### src/rtl/core/hcb_pkg.sv
// hcb_pkg: shared types and constants of the hex command to bus request unit
// no dependencies; used by every module of the block by scoped names
`timescale 1ns / 1ps

package hcb_pkg;

  // digits in one address and in one write data word
  localparam int unsigned HexDigits = 8;
  localparam int unsigned CntW      = 4;
  localparam logic [CntW-1:0] DigitsLast = CntW'(HexDigits);

  localparam int unsigned CharW = 8;
  localparam int unsigned WordW = 32;
  localparam int unsigned NibW  = 4;

  // character codes
  localparam logic [CharW-1:0] ChZero   = 8'h30;  // '0'
  localparam logic [CharW-1:0] ChNine   = 8'h39;  // '9'
  localparam logic [CharW-1:0] ChUpA    = 8'h41;  // 'A'
  localparam logic [CharW-1:0] ChUpF    = 8'h46;  // 'F'
  localparam logic [CharW-1:0] ChUpR    = 8'h52;  // 'R'
  localparam logic [CharW-1:0] ChLowR   = 8'h72;  // 'r'
  localparam logic [CharW-1:0] ChUpW    = 8'h57;  // 'W'
  localparam logic [CharW-1:0] ChLowW   = 8'h77;  // 'w'
  localparam logic [NibW-1:0]  NibTen   = 4'hA;

  // classification of one received character
  typedef struct packed {
    logic            is_hex;
    logic [NibW-1:0] nibble;
    logic            sel_read;
    logic            sel_write;
  } char_class_t;

  // one bus request
  typedef struct packed {
    logic             is_write;
    logic [WordW-1:0] bus_address;
    logic [WordW-1:0] write_data;
  } bus_req_t;

endpackage

### src/rtl/core/hcb_char_decode.sv
// hcb_char_decode: classifies one ascii character as hex digit or mode letter
// depends on hcb_pkg
`timescale 1ns / 1ps

module hcb_char_decode (
  input  logic [hcb_pkg::CharW-1:0] char_i,
  output hcb_pkg::char_class_t      class_o
);

  logic is_dec;
  logic is_alpha;

  assign is_dec   = (char_i >= hcb_pkg::ChZero) && (char_i <= hcb_pkg::ChNine);
  assign is_alpha = (char_i >= hcb_pkg::ChUpA) && (char_i <= hcb_pkg::ChUpF);

  always_comb begin
    class_o.is_hex    = is_dec || is_alpha;
    class_o.sel_read  = (char_i == hcb_pkg::ChUpR) || (char_i == hcb_pkg::ChLowR);
    class_o.sel_write = (char_i == hcb_pkg::ChUpW) || (char_i == hcb_pkg::ChLowW);
    if (is_alpha) begin
      class_o.nibble = hcb_pkg::NibW'(char_i - hcb_pkg::ChUpA) + hcb_pkg::NibTen;
    end else begin
      class_o.nibble = hcb_pkg::NibW'(char_i - hcb_pkg::ChZero);
    end
  end

endmodule

### src/rtl/core/hcb_parser.sv
// hcb_parser: mode, digit counters and shift registers; forms bus requests
// depends on hcb_pkg
`timescale 1ns / 1ps

module hcb_parser (
  input  logic                 clk_i,
  input  logic                 rst_ni,
  input  logic                 step_i,
  input  hcb_pkg::char_class_t class_i,
  output logic                 req_valid_o,
  output hcb_pkg::bus_req_t    req_o
);

  logic                       read_mode_q, read_mode_d;
  logic [hcb_pkg::CntW-1:0]   addr_cnt_q, addr_cnt_d;
  logic [hcb_pkg::CntW-1:0]   data_cnt_q, data_cnt_d;
  logic [hcb_pkg::WordW-1:0]  addr_q, addr_d;
  logic [hcb_pkg::WordW-1:0]  data_q, data_d;
  logic                       addr_phase;
  logic [hcb_pkg::WordW-1:0]  addr_shifted;
  logic [hcb_pkg::WordW-1:0]  data_shifted;
  logic [hcb_pkg::CntW-1:0]   addr_cnt_inc;
  logic [hcb_pkg::CntW-1:0]   data_cnt_inc;

  assign addr_phase   = addr_cnt_q < hcb_pkg::DigitsLast;
  assign addr_shifted = {addr_q[hcb_pkg::WordW-hcb_pkg::NibW-1:0], class_i.nibble};
  assign data_shifted = {data_q[hcb_pkg::WordW-hcb_pkg::NibW-1:0], class_i.nibble};
  assign addr_cnt_inc = addr_cnt_q + 1'b1;
  assign data_cnt_inc = data_cnt_q + 1'b1;

  always_comb begin
    read_mode_d = read_mode_q;
    addr_cnt_d  = addr_cnt_q;
    data_cnt_d  = data_cnt_q;
    addr_d      = addr_q;
    data_d      = data_q;
    req_valid_o = 1'b0;
    req_o       = '0;
    if (addr_phase) begin
      if (class_i.sel_read) begin
        read_mode_d = 1'b1;
      end else if (class_i.sel_write) begin
        read_mode_d = 1'b0;
      end
      if (class_i.is_hex) begin
        addr_d     = addr_shifted;
        addr_cnt_d = addr_cnt_inc;
        // read request goes out as soon as the address is complete
        if ((addr_cnt_inc == hcb_pkg::DigitsLast) && read_mode_d) begin
          req_valid_o       = 1'b1;
          req_o.bus_address = addr_shifted;
          addr_d            = '0;
          addr_cnt_d        = '0;
          data_d            = '0;
          data_cnt_d        = '0;
        end
      end
    end else if (class_i.is_hex) begin
      data_d     = data_shifted;
      data_cnt_d = data_cnt_inc;
      if (data_cnt_inc == hcb_pkg::DigitsLast) begin
        req_valid_o       = 1'b1;
        req_o.is_write    = 1'b1;
        req_o.bus_address = addr_q;
        req_o.write_data  = data_shifted;
        addr_d            = '0;
        addr_cnt_d        = '0;
        data_d            = '0;
        data_cnt_d        = '0;
      end
    end
  end

  always_ff @(posedge clk_i or negedge rst_ni) begin
    if (!rst_ni) begin
      read_mode_q <= 1'b1;
      addr_cnt_q  <= '0;
      data_cnt_q  <= '0;
      addr_q      <= '0;
      data_q      <= '0;
    end else if (step_i) begin
      read_mode_q <= read_mode_d;
      addr_cnt_q  <= addr_cnt_d;
      data_cnt_q  <= data_cnt_d;
      addr_q      <= addr_d;
      data_q      <= data_d;
    end
  end

endmodule

### src/rtl/core/hcb_out_reg.sv
// hcb_out_reg: result register holding one bus request until it is taken
// depends on hcb_pkg
`timescale 1ns / 1ps

module hcb_out_reg (
  input  logic              clk_i,
  input  logic              rst_ni,
  input  logic              load_i,
  input  hcb_pkg::bus_req_t req_i,
  output logic              free_o,
  output logic              valid_o,
  input  logic              ready_i,
  output hcb_pkg::bus_req_t req_o
);

  logic              valid_q;
  hcb_pkg::bus_req_t req_q;

  // free when empty or when the held request is taken in this cycle
  assign free_o  = !valid_q || ready_i;
  assign valid_o = valid_q;
  assign req_o   = req_q;

  always_ff @(posedge clk_i or negedge rst_ni) begin
    if (!rst_ni) begin
      valid_q <= 1'b0;
    end else if (free_o) begin
      valid_q <= load_i;
    end
  end

  always_ff @(posedge clk_i) begin
    if (free_o && load_i) begin
      req_q <= req_i;
    end
  end

endmodule

### src/rtl/core/hex_command_to_bus_request_unit.sv
// hex_command_to_bus_request_unit: top level, character stream in, bus requests out
// depends on hcb_pkg, hcb_char_decode, hcb_parser, hcb_out_reg
`timescale 1ns / 1ps

//  channel  | direction | handshake              | payload
//  ---------+-----------+------------------------+------------------------------------
//  in       | input     | in_valid_i / in_ready_o | char_in_i[7:0]
//  out      | output    | out_valid_o / out_ready_i | is_write_o, bus_address_o, write_data_o
//
// one character per cycle while the result register is free: a character is captured in the
// input register, then decoded and applied to the parser state once the result register is free,
// and any request lands in the result register on that same step
// reset (async, active low) returns to read mode with empty counters and shift registers
// the input register holds only while the result register is full and not taken;
// in_ready_o drops only in that case

module hex_command_to_bus_request_unit (
  input  logic                        clk_i,
  input  logic                        rst_ni,
  input  logic                        in_valid_i,
  output logic                        in_ready_o,
  input  logic [hcb_pkg::CharW-1:0]   char_in_i,
  output logic                        out_valid_o,
  input  logic                        out_ready_i,
  output logic                        is_write_o,
  output logic [hcb_pkg::WordW-1:0]   bus_address_o,
  output logic [hcb_pkg::WordW-1:0]   write_data_o
);

  // input register
  logic                       in_valid_q;
  logic [hcb_pkg::CharW-1:0]  char_q;

  logic                 out_free;
  logic                 step;
  logic                 req_valid;
  hcb_pkg::char_class_t char_class;
  hcb_pkg::bus_req_t    req;
  hcb_pkg::bus_req_t    out_req;

  // the held character is applied once the result register can take its request
  assign step       = in_valid_q && out_free;
  assign in_ready_o = !in_valid_q || out_free;

  always_ff @(posedge clk_i or negedge rst_ni) begin
    if (!rst_ni) begin
      in_valid_q <= 1'b0;
    end else if (in_ready_o) begin
      in_valid_q <= in_valid_i;
    end
  end

  // payload capture on each transfer
  always_ff @(posedge clk_i) begin
    if (in_ready_o && in_valid_i) begin
      char_q <= char_in_i;
    end
  end

  hcb_char_decode u_decode (
    .char_i  (char_q),
    .class_o (char_class)
  );

  hcb_parser u_parser (
    .clk_i       (clk_i),
    .rst_ni      (rst_ni),
    .step_i      (step),
    .class_i     (char_class),
    .req_valid_o (req_valid),
    .req_o       (req)
  );

  hcb_out_reg u_out (
    .clk_i   (clk_i),
    .rst_ni  (rst_ni),
    .load_i  (step && req_valid),
    .req_i   (req),
    .free_o  (out_free),
    .valid_o (out_valid_o),
    .ready_i (out_ready_i),
    .req_o   (out_req)
  );

  assign is_write_o    = out_req.is_write;
  assign bus_address_o = out_req.bus_address;
  assign write_data_o  = out_req.write_data;

endmodule

### config.mk
export PLATFORM = sky130hd
export DESIGN_NAME = hex_command_to_bus_request_unit
export DESIGN_NICKNAME = d
export VERILOG_FILES = /design/src/rtl/core/hcb_pkg.sv /design/src/rtl/core/hcb_char_decode.sv /design/src/rtl/core/hcb_parser.sv /design/src/rtl/core/hcb_out_reg.sv /design/src/rtl/core/hex_command_to_bus_request_unit.sv
export SDC_FILE = /design/constraint.sdc
export NUM_CORES = 1
export LEC_CHECK = 0
export BUFFER_PORTS_ARGS = -buffer_cell sky130_fd_sc_hd__buf_4
export CORE_MARGIN = 2
export CORE_UTILIZATION = 60
export CTS_BUF_LIST = sky130_fd_sc_hd__clkbuf_8
export CTS_CLUSTER_SIZE = 28
export DETAILED_ROUTE_END_ITERATION = 10
export PLACE_DENSITY_LB_ADDON = 0.2
export SLEW_MARGIN = 20
export SYNTH_ARGS = -nofsm -noshare
export SYNTH_HDL_FRONTEND = slang
export SYNTH_SLANG_ARGS = --single-unit
### constraint.sdc
create_clock -name clk_i -period 10.2 [get_ports clk_i]
set_input_delay 2.55 -clock clk_i [delete_from_list [all_inputs] [get_ports clk_i]]
set_output_delay 2.55 -clock clk_i [all_outputs]
set_load 0.01 [all_outputs]
# Word-level counts from Yosys, hierarchy flattened
# Cells that the tools add are included.
# totals
mem_count	0
latch_bits	0
rom_bits	0
mem_bits_rw	0
word_cells	84
in_bits	12
regBits	144
# classes
eq_ne	7
n_mux	34
multipliers	0
bitwise	2
n_shift	0
div	0
n_reduce_logical	20
order_cmp	5
add_sub_neg	5
# op_table
op	n
2-to-1 mux 32 bit	8
2-to-1 mux 28 bit	5
2-to-1 mux 65 bit	1
2-to-1 mux 64 bit	1
2-to-1 mux 4 bit	11
equality test 8 x 7 -> 1 bit, second input constant	4
adder 4 x 1 -> 4 bit, second input constant	2
equality test 4 bit, second input constant	2
greater-or-equal comparator 8 x 6 -> 1 bit, second input constant	1
greater-or-equal comparator 8 x 7 -> 1 bit, second input constant	1
less-or-equal comparator 8 x 6 -> 1 bit, second input constant	1
less-or-equal comparator 8 x 7 -> 1 bit, second input constant	1
2-to-1 mux 1 bit	8
subtractor 4 x 1 -> 4 bit, second input constant	2
logical AND 1 bit	7
AND reduction 3 bit	2
logical OR 1 bit	5
adder 4 bit, second input constant	1
< comparator 4 bit, second input constant	1
OR reduction 3 bit	1
logical NOT 1 bit	2
inequality test 2 bit, second input constant	1
inverter 1 bit	2
AND reduction 2 bit	1
other kinds (2)	2

# Longest topological paths before layout
# Gate-level depths: netlist (run 1).
# logic_depth
ltp_word	11
ltp_mapped	10
mapped_depth_nobuf	7

# Hierarchy
# A second synthesis (run 1) with hierarchy kept.
# hier_totals
hier_cells	453
hier_area_um2	6108.4
# modules_own_cells
mod	area_each_um2	cells_per_inst	n_inst
hcb_parser	3582.2	341	1
hcb_out_reg	2005.7	69	1
hex_command_to_bus_request_unit	306.5	14	1
hcb_char_decode	214.0	29	1

# Least setup slack after synthesis (run 1)
# No wires, ideal clock.
# synth_timing
path_kind	input to register
startpoint	input port out_ready_i
endpoint	register u_out.req_q, in the netlist u_out.req_o[0] (enable)
setup_slack_ns	3.591
path_buffers	3
setup_ns	0.488
path_stages	8
arrival_ns	6.121
path_cell_list	nand2b_1 nand2_1 o22ai_2 buf_6 nand2b_4 buf_6 buf_6 nor2_1
# synth_via
elab_chain_len	4
# synth_lines
element	line_no	rtl
start: declaration	hex_command_to_bus_request_unit.sv:24	input logic out_ready_i,
logical OR 1 bit *	hcb_out_reg.sv:20	assign free_o = !valid_q || ready_i;
logical AND 1 bit	hex_command_to_bus_request_unit.sv:42	assign step = in_valid_q && out_free;
logical AND 1 bit	hex_command_to_bus_request_unit.sv:77	.load_i (step && req_valid),
logical AND 1 bit *	hcb_out_reg.sv:33	if (free_o && load_i) begin
end signal: assignment	hcb_out_reg.sv:34	req_q <= req_i;
end: declaration	hcb_out_reg.sv:17	hcb_pkg::bus_req_t req_q;
# Every way passes the cells marked *; elsewhere a longest branch is shown, timed or not.
# A chain may end at the register's enable or synchronous reset.

# Worst setup path after layout (run 1)
# layout_timing
startpoint	input port out_ready_i
endpoint	output port in_ready_o
# layout_via
elab_chain_len	2
# layout_lines
element	line_no	rtl
logical OR 1 bit	hcb_out_reg.sv:20	
logical OR 1 bit	hex_command_to_bus_request_unit.sv:43	assign in_ready_o = !in_valid_q || out_free;
end: declaration	hex_command_to_bus_request_unit.sv:21	output logic in_ready_o,
# No other way between the ends.

==> impl_results.rst, run 1 <==
.. list-table::
   :header-rows: 1

   * - Metric
     - Value
   * - Initial DRC Count
     - 348
   * - Die extent in x
     - approximately 110 µm
   * - Crit path top cell by count
     - buf_4
   * - Cell area after technology mapping
     - ~6200 µm²
   * - Filler Cell Count
     - roughly 740
   * - Cell type with the highest aggregate area in the netlist
     - edfxtp_1
   * - Depth of the CTS H-tree
     - 4
   * - Commonest cells after routing, fill and taps aside
     - buf_4, edfxtp_1, dfrtp_1
   * - Slowest cell delay on critical path
     - between 0.15 and 0.2 ns
   * - Final #Nets
     - ~570
   * - CP Capture Type
     - primary output
   * - Number of distinct standard cells referenced by the synthesized netlist
     - 54
   * - Routed Antenna Nets
     - 0
   * - LEAKAGE
     - around 3.2 nW
   * - Number of enable flip-flop cells after synthesis
     - 73
   * - Final antenna diode count
     - 0
   * - Total power draw
     - around 1.4 mW
   * - First-pass detailed-route iteration total
     - 5
   * - Post-synth ARST share
     - 0.493
   * - Total count of hold-check failures in the final report
     - 0
   * - Layout cell share with drive strength beyond 1
     - 0.231
   * - Critical path start-end classification
     - input pin to primary output
   * - Crit-path slowest cell
     - nand3b_1
   * - Detailed-route wire length
     - ~12 mm
   * - Routed wire per std cell
     - ~17 µm
   * - Routed via count divided by cell count
     - 6.01
   * - Top-area cell type share of the netlist area
     - 0.353
   * - CP Data Arrival Time
     - approximately 3 ns
   * - Pin count of the biggest net entering global routing
     - 72
   * - Setup skew after layout
     - ~0.011 ns
   * - Setup_tns
     - 0 ns
   * - GRT Total Usage
     - 0.224
   * - Clk pin slew, worst setup/hold paths
     - 0.07 ns
   * - Max-slew headroom at the worst pin
     - 0.300
   * - Clock tree from TritonCTS
     - done
   * - Predominant post-synthesis flop cell
     - edfxtp_1
   * - Buffers and inverters on the worst path
     - 2
   * - Levels on crit path
     - 3
   * - Sequential share of the synthesized area
     - 0.639
   * - Clock buffer depth
     - 2
   * - RSZ-0062 raised after global routing
     - false
   * - Setup fix buffers added after clock tree synthesis
     - 0
   * - Crit-path max FO
     - 3
   * - Result of the run
     - finished clean
   * - Largest delay contributor family on the critical path
     - buffers and inverters
   * - Final setup vio count
     - 0
   * - Data required time at the worst endpoint
     - 7.65 ns
   * - Vias in the first global route
     - 3881
   * - Final worst path period need
     - around 5.6 ns
   * - Mean post-synth cell area
     - ~13 µm²
   * - DRC violation count after routing
     - 0
   * - Critical Path Source Type
     - input pin
   * - Layer with the highest usage
     - met2
   * - R2R cell count
     - 8
   * - Wire length of the first global-routing pass
     - approximately 19 mm
   * - Number of rows created at floorplan
     - 37
   * - Transition at the pin with the smallest max-transition slack
     - between 1 and 1.5 ns
   * - Post-placement cell count
     - about 660
   * - Number of warnings printed during yosys synthesis
     - 0
   * - Initial cell density of the core
     - 0.610
   * - Initial antenna violation count
     - 0
   * - Area of all sequential standard cells
     - slightly below 4000 µm²
   * - Power Dens Cells
     - roughly 190 nW/µm²
   * - Commonest non-fill, non-tap cell in the layout
     - buf_4
   * - Number of buffers inserted during clock tree synthesis
     - 17
   * - Area taken by multi-input logic gates
     - roughly 2000 µm²
   * - Final-report max-slew violation count
     - 0
   * - Met3 GRT Util
     - 0.0550
   * - Yosys reg bits
     - ~140
   * - Peak ir drop on the vdd network
     - ~0.14 mV
   * - Sum of overflow across all layers after global routing
     - 0
   * - Clock tree root driver cell
     - clkbuf_8
   * - Insertion delay to the later sink of the worst-skew pair
     - 0.45 ns
   * - Final cycle utilization of the critical path
     - 0.545
   * - Layout Utilization
     - 0.711
   * - Finished Layout Cells
     - just under 700
   * - GR Layer Usage met2
     - 0.344
   * - Synthesis-to-finish area growth
     - 16.4%
   * - # Max-Cap Violations
     - 0
   * - Die area
     - 11200 µm²
   * - Type of the worst min-delay path
     - flip-flop to flip-flop
   * - Biggest area contributors in the synthesized netlist
     - edfxtp_1, dfrtp_1, a22o_1, a32oi_1, mux2i_1
   * - Num ports
     - 79
   * - Cell chain of the critical path
     - buf_4, nand3b_1, buf_4
   * - Detailed-placement wirelength estimate
     - approximately 7.2 mm
   * - Vert. Die Dim
     - between 100 and 150 µm
   * - Number of buffers inserted by hold repair at cts
     - 0
   * - Cells on Worst Hold Path
     - 2
   * - Gate count after technology mapping
     - 481
   * - Max Freq
     - about 0.18 GHz
   * - Register-to-register path setup slack
     - between 6 and 7 ns
   * - PortBufs
     - 78
   * - GR met1 Demand/Resource
     - 0.312
   * - TritonCTS Sinks
     - roughly 140
   * - Std-Cell Core Area
     - just over 10000 µm²
   * - CTS-repair resized insts
     - 0
   * - Number of vias after detailed routing
     - around 4200
   * - Gp weighted congestion
     - roughly 0.88
   * - Number of nets produced by synthesis
     - 500
path summary, 6_finish.rpt:
check | from | to
max | out_ready_i | in_ready_o
min | u_parser.read_mode_q | u_parser.read_mode_q
max reg2reg | char_q[0] | u_out.req_o[43]
min reg2reg | u_parser.read_mode_q | u_parser.read_mode_q
max in group asynchronous | rst_ni | u_parser.data_q[13]
min in group asynchronous | rst_ni | in_valid_q
kinds of logic after synthesis:
family                     Yosys count  share of synthesized area
AOI/OAI and AO/OA                   98                      0.135
adders and majority gates            7                     0.0141
buffers and inverters               69                     0.0538
DFF                                144                      0.639
muxes                               28                     0.0457
and+or+nand+nor                    135                      0.112
through the flow:
| step | setup WS (ns) | instance area (µm²) | hold WS [ns] |
|---|---|---|---|
| after floorplan | 3.59 | 6210 | 0.463 |
| after global placement | 4.66 | 6840 | 0.478 |
| after detailed placement | 4.64 | 6850 | 0.490 |
| after CTS | 4.64 | 7240 | 0.500 |
| after global routing | 4.60 | 7240 | 0.532 |
| final | 4.64 | 7240 | 0.499 |
synth_stat cells (2+ instances only):
library cell  number
edfxtp_1          73
dfrtp_1           70
nand2_1           36
a22o_1            35
nor2_1            35
inv_1             31
a32oi_1           30
nor4_1            26
mux2i_1           25
clkbuf_1          23
and2_1            10
buf_6              7
ha_1               7
buf_2              6
nand2b_1           5
nand3_1            5
a21oi_1            4
o21ai_0            4
a221o_1            3
mux2_2             3
nor3_1             3
nor3b_1            3
a21o_1             2
a32o_1             2
and3_1             2
nand3b_1           2
o41ai_1            2
registers in the layout, indices dropped and copies added, names as in the netlist:
name / flops
u_parser.data_cnt_q: 4
in_valid_q: 1
u_parser.addr_q: 32
u_parser.addr_cnt_q: 4
u_parser.read_mode_q: 1
u_out.valid_o: 1
u_parser.data_q: 28
u_out.req_o: 65
char_q: 8
tightest hold or removal path, stage by stage (launching register included):
cell	delay (ns)
dfstp_2	0.38
o41ai_1	0.06
o31ai_1	0.06
cell type report:
cell class / instances / area share
sequential: 144 / 0.549
clock buffer: 17 / 0.0323
timing repair buffer: 84 / 0.0871
clock inverter: 15 / 0.0214
tap: 136 / 0.0235
inverter: 31 / 0.0161
multi-input combinational: 268 / 0.271
report_power, final:
part,internal [mW],switching (mW),leakage [nW],total [mW]
sequential,0.684,0.0624,1.67,0.747
combinational,0.0849,0.118,1.33,0.203
clock,0.236,0.205,0.198,0.441
per-layer routing:
layer | wire, µm | up-vias
li1 | - | 1935
met1 | 5210 | 2100
met2 | 5970 | 122
met3 | 575 | 17
met4 | 200 | 0
met5 | 0 | -
Power figures use the tool's default switching activity.
==> inputs of run 2 (changes only) <==
==> constraint.sdc (replaced) <==
create_clock -name clk_i -period 5.8 [get_ports clk_i]
set_input_delay 1.45 -clock clk_i [delete_from_list [all_inputs] [get_ports clk_i]]
set_output_delay 1.45 -clock clk_i [all_outputs]
set_load 0.01 [all_outputs]
==> run 2 against run 1 <==
Final area up 0.22%. Via count barely moved. Worst setup slack lost 2.6 ns. Flip-flop and latch count did not move. Sequential share of layout area fell by 0.12 points.
==> impl_results.rst, run 2 (same netlist as run 1, synthesis figures left out) <==
.. list-table::
   :header-rows: 1

   * - Metric
     - Value
   * - Met3 GRT Util
     - 0.0625
   * - CP Data Arrival Time
     - slightly below 4 ns
   * - Filler Cell Count
     - 712
   * - Std-Cell Core Area
     - around 10000 µm²
   * - Dpl ws
     - 1.57 ns
   * - Layout cell share with drive strength beyond 1
     - 0.234
   * - Initial antenna violation count
     - 0
   * - Crit-path max FO
     - 34
   * - Depth of the CTS H-tree
     - 4
   * - GR met1 Demand/Resource
     - 0.298
   * - Power Dens Cells
     - ~340 nW/µm²
   * - Insertion delay to the later sink of the worst-skew pair
     - 0.44 ns
   * - Layer with the highest usage
     - met2
   * - Commonest non-fill, non-tap cell in the layout
     - buf_4
   * - # Max-Cap Violations
     - 0
   * - Gp weighted congestion
     - between 0.8 and 0.9
   * - Setup fix buffers added after clock tree synthesis
     - 0
   * - Initial DRC Count
     - around 300
   * - Max Freq
     - approximately 0.27 GHz
   * - Final setup vio count
     - 0
   * - Final #Nets
     - 566
   * - Detailed-placement wirelength estimate
     - 7.20 mm
   * - Total power draw
     - between 2 and 2.5 mW
   * - Finished Layout Cells
     - approximately 700
   * - Clk pin slew, worst setup/hold paths
     - roughly 0.08 ns
   * - CP Capture Type
     - flip-flop
   * - Num ports
     - 79
   * - Number of rows created at floorplan
     - 37
   * - TritonCTS Sinks
     - about 140
   * - Register-to-register path setup slack
     - about 2.1 ns
   * - Detailed-route wire length
     - 11.7 mm
   * - Transition at the pin with the smallest max-transition slack
     - about 1.1 ns
   * - Setup skew after layout
     - 0.0127 ns
   * - Setup_tns
     - 0 ns
   * - Routed via count divided by cell count
     - around 6.0
   * - Area of all sequential standard cells
     - a little under 4000 µm²
   * - Number of vias after detailed routing
     - between 4000 and 5000
   * - Total count of hold-check failures in the final report
     - 0
   * - Type of the worst min-delay path
     - flip-flop to flip-flop
   * - Wire length of the first global-routing pass
     - between 15 and 20 mm
   * - Sum of overflow across all layers after global routing
     - 0
   * - LEAKAGE
     - about 3.2 nW
   * - Routed wire per std cell
     - ~17 µm
   * - Final antenna diode count
     - 0
   * - Die area
     - ~11000 µm²
   * - Post-placement cell area
     - a little under 7000 µm²
   * - DRC violation count after routing
     - 0
   * - Final worst path period need
     - around 3.7 ns
   * - Worst Hold Path EP
     - u_parser.read_mode_q
   * - Initial cell density of the core
     - 0.610
   * - Post-placement cell count
     - 664
   * - Final worst slack
     - approximately 2.1 ns
   * - Max FFs per register
     - between 60 and 70
   * - Worst min-delay path startpoint
     - u_parser.read_mode_q
   * - RSZ-0062 raised after global routing
     - false
   * - Routed Antenna Nets
     - 0
   * - Max-slew headroom at the worst pin
     - 0.284
   * - CTS-repair resized insts
     - 0
   * - Die extent in x
     - approximately 110 µm
   * - Cells on Worst Hold Path
     - 2
   * - Post-route cell area
     - just over 7000 µm²
   * - Peak ir drop on the vdd network
     - 0.211 mV
   * - Number of buffers inserted by hold repair at cts
     - 0
   * - Clock tree root driver cell
     - clkbuf_8
   * - Data required time at the worst endpoint
     - 5.92 ns
   * - Clock buffer depth
     - 2
   * - Result of the run
     - finished clean
   * - Worst r2r src
     - char_q[3]
   * - First-pass detailed-route iteration total
     - 5
   * - Final cycle utilization of the critical path
     - 0.642
   * - Critical path start-end classification
     - input pin to flip-flop
   * - GRT Total Usage
     - 0.219
   * - GR Layer Usage met2
     - 0.331
   * - Pin count of the biggest net entering global routing
     - 72
   * - Number of buffers inserted during clock tree synthesis
     - 17
   * - PortBufs
     - 78
   * - R2R cell count
     - 6
   * - Clock tree from TritonCTS
     - done
   * - Area taken by multi-input logic gates
     - approximately 2000 µm²
   * - Commonest cells after routing, fill and taps aside
     - buf_4, edfxtp_1, dfrtp_1
   * - Final-report max-slew violation count
     - 0
   * - Vert. Die Dim
     - between 100 and 150 µm
   * - Worst reg2reg path endpoint
     - u_out.req_o[51]
   * - Vias in the first global route
     - 3787
   * - Synthesis-to-finish area growth
     - 16.7%
   * - Critical Path Source Type
     - input pin
run 2: cell count changes in the layout (fill, tap and decap cells not counted):
cell and change:
clkinv_2 +1, buf_4 +1, inv_1 -1, clkinvlp_4 -2, clkbuf_8 +1, clkinv_4 +1
run 2: report_power, final:
part           total (mW)  internal [mW]  switching, mW  leakage [nW]
clock network       0.785          0.428          0.357         0.208
logic               0.358          0.149          0.209          1.34
registers            1.31           1.20          0.109          1.67
total                2.46           1.78          0.675          3.22
run 2: final cells by class:
type / count / share of cell area
clock buffers: 18 / 0.0342
clock inverters: 14 / 0.0207
inverters: 31 / 0.0160
multi-input cells: 268 / 0.270
flip-flops and latches: 144 / 0.547
well taps: 136 / 0.0235
repair buffers: 85 / 0.0880
run 2: how the worst max path moves through the flow:
stage	start	endpoint	depth (start not counted)
2_1_floorplan	out_ready_i	u_out.req_o[0]	8
3_3_place_gp	out_ready_i	u_out.req_o[47]	7
3_5_place_dp	out_ready_i	u_out.req_o[46]	7
4_1_cts	out_ready_i	u_out.req_o[51]	7
5_1_grt	char_q[0]	u_out.req_o[52]	8
6_report	out_ready_i	u_out.req_o[51]	7
run 2: stage by stage:
step | util | hold slack [ns]
finish | 0.712 | 0.498
CTS | 0.712 | 0.500
floorplan | - | 0.463
global placement | 0.672 | 0.479
global route | 0.712 | 0.515
detailed placement | 0.673 | 0.484
run 2: critical path: stages:
cell      delay, ns
buf_4          0.08
nand2b_1       0.14
nand2_1        0.11
o22ai_2        0.43
nand2b_4       0.42
nor2_4         0.79
buf_4          0.40
run 2: metal layers:
| layer | vias up | routed length (µm) |
|---|---|---|
| met2 | 170 | 5790 |
| met5 | - | 0 |
| met4 | 0 | 251 |
| li1 | 1942 | - |
| met1 | 2038 | 4890 |
| met3 | 22 | 750 |
